**config.mk**
```make
export PLATFORM = sky130hd
export DESIGN_NAME = image_header_size_extractor_top
export DESIGN_NICKNAME = d
export VERILOG_FILES = /design/src/rtl/ihse_pkg.sv /design/src/rtl/image_header_size_extractor_top.sv
export SDC_FILE = /design/constraint.sdc
export NUM_CORES = 1
export LEC_CHECK = 0
export BUFFER_PORTS_ARGS = -buffer_cell sky130_fd_sc_hd__buf_2
export CORE_MARGIN = 4
export CORE_UTILIZATION = 30
export DETAILED_ROUTE_END_ITERATION = 8
export GPL_TIMING_DRIVEN = 0
export PLACE_DENSITY_LB_ADDON = 0.2
export SYNTH_ARGS = -nofsm -noshare
export SYNTH_HDL_FRONTEND = slang
export SYNTH_SLANG_ARGS = --single-unit
```
**constraint.sdc**
```tcl
create_clock -name clk_i -period 8.6 [get_ports clk_i]
set_input_delay 0.86 -clock clk_i [delete_from_list [all_inputs] [get_ports clk_i]]
set_output_delay 0.86 -clock clk_i [all_outputs]
set_load 0.01 [all_outputs]
```
**src/rtl/ihse_pkg.sv**
```systemverilog
// Package for the image header size extractor.
// Holds the item structs, the parse phase enum, failure codes and header byte tables.
// No dependencies.
`default_nettype none

package ihse_pkg;

  typedef struct packed {
    logic [7:0] data_byte;
    logic       final_byte;
  } ihse_in_t;

  typedef struct packed {
    logic        found;
    logic        image_format;
    logic [31:0] frame_width;
    logic [31:0] frame_height;
    logic [1:0]  fail_cause;
  } ihse_out_t;

  typedef enum logic [3:0] {
    PH_START = 4'd0,
    PH_JHDR  = 4'd1,
    PH_PNG   = 4'd2,
    PH_SKIP  = 4'd3,
    PH_MARK  = 4'd4,
    PH_LENHI = 4'd5,
    PH_LENLO = 4'd6,
    PH_SOF   = 4'd7,
    PH_DONE  = 4'd8
  } phase_e;

  typedef enum logic [1:0] {
    CAUSE_NONE  = 2'd0,
    CAUSE_SIG   = 2'd1,
    CAUSE_SEG   = 2'd2,
    CAUSE_TRUNC = 2'd3
  } cause_e;

  localparam logic       FMT_JPEG = 1'b0;
  localparam logic       FMT_PNG  = 1'b1;
  localparam logic [7:0] BYTE_FF  = 8'hFF;
  localparam logic [7:0] BYTE_PNG = 8'h89;
  localparam logic [7:0] MARK_SOF = 8'hC0;

  // JPEG header bytes FF D8 FF E0 len len 'J' 'F' 'I' 'F' 00; length bytes read as zero
  function automatic logic [7:0] jhdr_byte(input logic [4:0] k);
    logic [7:0] b;
    case (k)
      5'd0:    b = 8'hFF;
      5'd1:    b = 8'hD8;
      5'd2:    b = 8'hFF;
      5'd3:    b = 8'hE0;
      5'd6:    b = 8'h4A;
      5'd7:    b = 8'h46;
      5'd8:    b = 8'h49;
      5'd9:    b = 8'h46;
      default: b = 8'h00;
    endcase
    return b;
  endfunction

  function automatic logic [7:0] psig_byte(input logic [1:0] k);
    logic [7:0] b;
    case (k)
      2'd0:    b = 8'h89;
      2'd1:    b = 8'h50;
      2'd2:    b = 8'h4E;
      default: b = 8'h47;
    endcase
    return b;
  endfunction

endpackage

`default_nettype wire

```
**src/rtl/image_header_size_extractor_top.sv**
```systemverilog
// Image header size extractor, top level.
// Parses JPEG/PNG headers byte by byte and returns frame width and height.
// Depends on ihse_pkg.
//
//   channel | direction | payload     | handshake
//   --------+-----------+-------------+---------------------------
//   in      | input     | ihse_in_t   | in_valid_i / in_stall_o
//   out     | output    | ihse_out_t  | out_valid_o / out_stall_i
//
// One byte per cycle while in_stall_o is low: the edge that accepts an item updates
// the parse state and writes any result into the output register, so out_valid_o
// rises in the cycle after the item is accepted.
// Throughput is one item per clock; stall on the input only while a result
// sits in the output register and the output side stalls.
// Reset puts the parser at the signature check with an empty output register.
`default_nettype none

module image_header_size_extractor_top (
  input  wire                 clk_i,
  input  wire                 rst_ni,
  input  wire                 in_valid_i,
  output logic                in_stall_o,
  input  wire ihse_pkg::ihse_in_t in_data_i,
  output logic                out_valid_o,
  input  wire                 out_stall_i,
  output ihse_pkg::ihse_out_t out_data_o
);
  import ihse_pkg::*;

  phase_e      phase_q, phase_d;
  logic [4:0]  offset_q, offset_d;
  logic [15:0] skip_q, skip_d;
  logic [7:0]  lenhi_q, lenhi_d;
  logic [31:0] width_q, width_d;
  logic [31:0] height_q, height_d;
  logic        given_q, given_d;

  logic        out_valid_q, out_valid_d;
  ihse_out_t   out_q, out_d;

  logic        accept;
  logic        emit;
  logic        emit_found;
  logic        emit_fmt;
  cause_e      emit_cause;
  logic [7:0]  b;
  logic [15:0] seg_len;

  assign in_stall_o  = out_valid_q & out_stall_i;
  assign accept      = in_valid_i & ~in_stall_o;
  assign out_valid_o = out_valid_q;
  assign out_data_o  = out_q;
  assign b           = in_data_i.data_byte;
  assign seg_len     = {lenhi_q, b};

  // parse step for one byte
  always_comb begin
    phase_d    = phase_q;
    offset_d   = offset_q;
    skip_d     = skip_q;
    lenhi_d    = lenhi_q;
    width_d    = width_q;
    height_d   = height_q;
    given_d    = given_q;
    emit       = 1'b0;
    emit_found = 1'b0;
    emit_fmt   = FMT_JPEG;
    emit_cause = CAUSE_NONE;

    if (!given_q) begin
      case (phase_q)
        PH_START: begin
          offset_d = 5'd1;
          if (b == BYTE_FF) begin
            phase_d = PH_JHDR;
          end else if (b == BYTE_PNG) begin
            phase_d = PH_PNG;
          end else begin
            emit       = 1'b1;
            emit_cause = CAUSE_SIG;
          end
        end
        PH_JHDR: begin
          offset_d = offset_q + 5'd1;
          if (offset_q == 5'd4) begin
            lenhi_d = b;
          end else if (offset_q == 5'd5) begin
            skip_d = seg_len;
          end else if (offset_q > 5'd10 || b != jhdr_byte(offset_q)) begin
            emit       = 1'b1;
            emit_cause = CAUSE_SIG;
          end else if (offset_q == 5'd10) begin
            if (skip_q < 16'd7) begin
              emit       = 1'b1;
              emit_cause = CAUSE_SEG;
            end else begin
              skip_d  = skip_q - 16'd7;
              phase_d = PH_SKIP;
            end
          end
        end
        PH_PNG: begin
          offset_d = offset_q + 5'd1;
          if (offset_q < 5'd4) begin
            if (b != psig_byte(offset_q[1:0])) begin
              emit       = 1'b1;
              emit_cause = CAUSE_SIG;
            end
          end else begin
            if (offset_q >= 5'd16 && offset_q <= 5'd19) width_d = {width_q[23:0], b};
            if (offset_q >= 5'd20 && offset_q <= 5'd23) height_d = {height_q[23:0], b};
            if (offset_q >= 5'd23) begin
              emit       = 1'b1;
              emit_found = 1'b1;
              emit_fmt   = FMT_PNG;
            end
          end
        end
        PH_SKIP: begin
          if (skip_q != 16'd0) begin
            skip_d = skip_q - 16'd1;
          end else if (b != BYTE_FF) begin
            emit       = 1'b1;
            emit_cause = CAUSE_SEG;
          end else begin
            phase_d = PH_MARK;
          end
        end
        PH_MARK: begin
          if (b == MARK_SOF) begin
            offset_d = 5'd0;
            width_d  = '0;
            height_d = '0;
            phase_d  = PH_SOF;
          end else begin
            phase_d = PH_LENHI;
          end
        end
        PH_LENHI: begin
          lenhi_d = b;
          phase_d = PH_LENLO;
        end
        PH_LENLO: begin
          if (seg_len < 16'd2) begin
            emit       = 1'b1;
            emit_cause = CAUSE_SEG;
          end else begin
            skip_d  = seg_len - 16'd2;
            phase_d = PH_SKIP;
          end
        end
        PH_SOF: begin
          offset_d = offset_q + 5'd1;
          // JPEG dimensions are 16-bit: keep only the low half
          if (offset_q == 5'd3 || offset_q == 5'd4) height_d = {16'd0, height_q[7:0], b};
          if (offset_q == 5'd5 || offset_q == 5'd6) width_d = {16'd0, width_q[7:0], b};
          if (offset_q >= 5'd6) begin
            emit       = 1'b1;
            emit_found = 1'b1;
            emit_fmt   = FMT_JPEG;
          end
        end
        default: begin
        end
      endcase
    end

    if (emit) begin
      given_d = 1'b1;
      phase_d = PH_DONE;
    end

    // last byte: truncation failure if still undecided, then rearm
    if (in_data_i.final_byte) begin
      if (!emit && !given_q) begin
        emit       = 1'b1;
        emit_found = 1'b0;
        emit_cause = CAUSE_TRUNC;
      end
      phase_d  = PH_START;
      offset_d = '0;
      skip_d   = '0;
      lenhi_d  = '0;
      given_d  = 1'b0;
    end
  end

  // result register
  always_comb begin
    out_valid_d = out_valid_q & out_stall_i;
    out_d       = out_q;
    if (accept && emit) begin
      out_valid_d        = 1'b1;
      out_d.found        = emit_found;
      out_d.image_format = emit_found ? emit_fmt : FMT_JPEG;
      out_d.frame_width  = emit_found ? width_d : 32'd0;
      out_d.frame_height = emit_found ? height_d : 32'd0;
      out_d.fail_cause   = emit_cause;
    end
  end

  always_ff @(posedge clk_i or negedge rst_ni) begin
    if (!rst_ni) begin
      phase_q     <= PH_START;
      offset_q    <= '0;
      skip_q      <= '0;
      lenhi_q     <= '0;
      width_q     <= '0;
      height_q    <= '0;
      given_q     <= 1'b0;
      out_valid_q <= 1'b0;
    end else begin
      out_valid_q <= out_valid_d;
      if (accept) begin
        phase_q  <= phase_d;
        offset_q <= offset_d;
        skip_q   <= skip_d;
        lenhi_q  <= lenhi_d;
        given_q  <= given_d;
        if (in_data_i.final_byte) begin
          width_q  <= '0;
          height_q <= '0;
        end else begin
          width_q  <= width_d;
          height_q <= height_d;
        end
      end
    end
  end

  always_ff @(posedge clk_i) begin
    out_q <= out_d;
  end

endmodule

`default_nettype wire

```
==> impl_metrics.json <==
{
  "ys_ff_latch": 167,
  "grtUsageTotal": 0.158,
  "ir_worst_vdd_uv": 132,
  "ys_async_sr_fraction": 0.593,
  "grt_max_degree": 69,
  "dieArea_um2": 33000,
  "setup_tns_ns": 0,
  "wirelength_mm": 26.5,
  "drt_first_pass_iters": 5,
  "rows": 63,
  "syn_avg_cell_area_um2": 10.2,
  "die_y_um": 182,
  "ys.warnings.count": 0,
  "h-tree-depth": 4,
  "cap_violations": 0,
  "crit_path_max_fanout": 14,
  "antenna_left": 0,
  "ioPinCount": 83,
  "setup_violations": 0,
  "cts.repair.resized": 0,
  "crit_type": "in2reg",
  "start_kind": "primary input",
  "max_stage_delay_ns": 0.57,
  "port_buffers": 77,
  "core_um2": 29600,
  "relSlewSlack": 0.368,
  "maxSlewViolCount": 0,
  "cts_buffers": 17,
  "cts_setup_buffers": 0,
  "finClkSkew_ns": 0.0214,
  "synthDominantCellAreaShare": 0.274,
  "synthTopCellsByArea": "dfrtp_1 27%, edfxtp_1 23%, a22o_1 5.9%",
  "rsz0062_at_grt": "false",
  "hold_ws_ns": 0.403,
  "ff2ff_path_depth": 15,
  "fin_crit_ns": 4.43,
  "endpoint_kind": "flip-flop",
  "final_cell_mix": "124 x nor2_1, 99 x dfrtp_1, 91 x buf_2",
  "synth.distinct_cells": 74,
  "dr_total_vias": 7460,
  "antenna_found_initial": 1,
  "clkLatencyLatePin_ns": 0.44,
  "grt_first_pass_wirelength_mm": 42.1,
  "gp_congestion": 0.885,
  "drt_iter0_markers": 578,
  "path_cells": "clkbuf_1 > nor3_1 > nand4_1 > or4_1 > and4b_1 > nor2b_1 > nand2_1 > nor2_1 > nor3_2 > buf_6 > buf_6 > buf_6 > buf_6 > buf_6",
  "overflow": 0,
  "reg2reg_from": "skip_q[0]$_DFFE_PN0P_",
  "wl_per_cell_um": 19.0,
  "hpwl_mm": 19.1,
  "hp-class": "in2async",
  "finalWorstSetupSlack_ns": 4.17,
  "crit_required_ns": 8.73,
  "rr_endpoint": "out_data_o[41]$_SDFFCE_PP0P_",
  "holdBufCountCts": 0,
  "finalHoldViolCount": 0,
  "clkTransAtPathRegs_ns": 0.07,
  "drc": 0,
  "ys.flop_type": "dfrtp_1",
  "slowest_stage": "or4_1",
  "area_growth_pct": 17.3,
  "dp_worst_setup_slack_ns": 3.70,
  "start_util": 0.305,
  "synth-edff-count": 68,
  "via_per_inst": 5.36,
  "ys_seq_area_frac": 0.500,
  "p_leak_nw": 4.12,
  "run_status": "finished clean",
  "utilization": 0.357,
  "cp_common_cell": "buf_6",
  "crit_path_end": "out_data_o[41]$_SDFFCE_PP0P_",
  "die_w_um": 182,
  "final_layout_size_suffix_gt1_frac": 0.170,
  "fin_nets": 1013,
  "clock_tree.root_cell": "clkbuf_16",
  "cts_tree": "yes",
  "netlist_instances": 887,
  "fmax_ghz": 0.226,
  "powerDensity_nw_per_um2": 255,
  "cts_max_path_buffers": 2,
  "final_common_cell": "nor2_1",
  "cp_data_arrival_time_ns": 4.57,
  "synth.cell_area_um2": 9030,
  "max_slew.worst_pin.slew_ns": 0.939,
  "grt_pass1_vias": 7319,
  "reg2reg_slack_ns": 4.20,
  "diodes": 0,
  "total_power_mw": 2.71,
  "syn_nets": 910,
  "post-route-period-util": 0.515,
  "cts_num_sinks": 167,
  "yosys.area.top_type": "dfrtp_1",
  "cp-startpoint": "in_data_i[6]"
}
worst max-delay path, delay by kind of cell:
kind,cells,cell delay (ns)
AND/OR/NAND/NOR,8,2.59
buffers and inverters,6,1.10
where the power goes:
part / internal [mW] / total [mW] / switching (mW)
combinational: 0.357 / 0.910 / 0.553
clock: 0.390 / 0.769 / 0.379
sequential: 0.960 / 1.03 / 0.0666
total: 1.71 / 2.71 / 0.999
how the worst min path moves through the flow:
stage | end | slack (ns) | cells past startpoint
after detailed placement | height_q[28]$_DFFE_PN0P_ | 0.48 | 1
after floorplan | width_q[24]$_DFFE_PN0P_ | 0.47 | 1
after CTS | skip_q[7]$_DFFE_PN0P_ | 0.41 | 1
after global routing | skip_q[7]$_DFFE_PN0P_ | 0.43 | 1
final | skip_q[7]$_DFFE_PN0P_ | 0.40 | 1
after global placement | height_q[25]$_DFFE_PN0P_ | 0.48 | 1
sequential cells by signal, summed over array words and instances, names as in the netlist:
| register | cells |
|---|---|
| given_q | 1 |
| skip_q | 16 |
| phase_q | 4 |
| lenhi_q | 8 |
| offset_q | 5 |
| height_q | 32 |
| width_q | 32 |
| out_valid_o | 1 |
| out_data_o | 68 |
final cells by class:
class                      instances  area, µm²
fill                            3061      19000
clock inverter                    14        158
tap                              390        488
timing repair buffer              84        483
multi-input combinational        628       4140
buffer                            76        319
clock buffer                      17        425
inverter                          16       60.1
sequential                       167       4520
stage by stage:
stage / cell area, µm² / std cells
6_report: 10600 / 1392
5_1_grt: 10600 / 1392
3_5_place_dp: 10000 / 1361
3_3_place_gp: 9910 / 1354
2_1_floorplan: 9030 / 887
4_1_cts: 10600 / 1392
logic make-up after synthesis:
family | share of synthesized area
adders and majority gates | 0.0139
muxes | 0.0223
and+or+nand+nor | 0.153
DFF | 0.500
xor gates and xnor gates | 0.0465
buffers and inverters | 0.0420
AOI/OAI and AO/OA | 0.222
per-layer routing:
metal  vias up  global-route usage  wire length [µm]
li1       3516                   -                 -
met1      3693               0.230             12900
met2       215               0.243             11900
met3        34              0.0254              1210
met4         2              0.0471               465
met5         -                   0                13
cell usage after synthesis, drive strengths merged (4+ instances only):
cell    instances
a21o            4
a21oi          34
a221oi          8
a22o           61
a22oi          68
a31o            5
a31oi           6
a32o            4
a32oi           5
and2            7
and3            7
buf            20
clkbuf         56
dfrtp          99
edfxtp         68
ha             10
inv            16
mux2           17
nand2          56
nand2b          5
nand3          12
nor2          126
nor2b          14
nor3           10
nor4           10
o211ai          6
o21ai          31
o22ai           6
o31ai           6
or2             6
or3             6
or4             6
xnor2          25
xor2           23
Power figures use the tool's default switching activity.
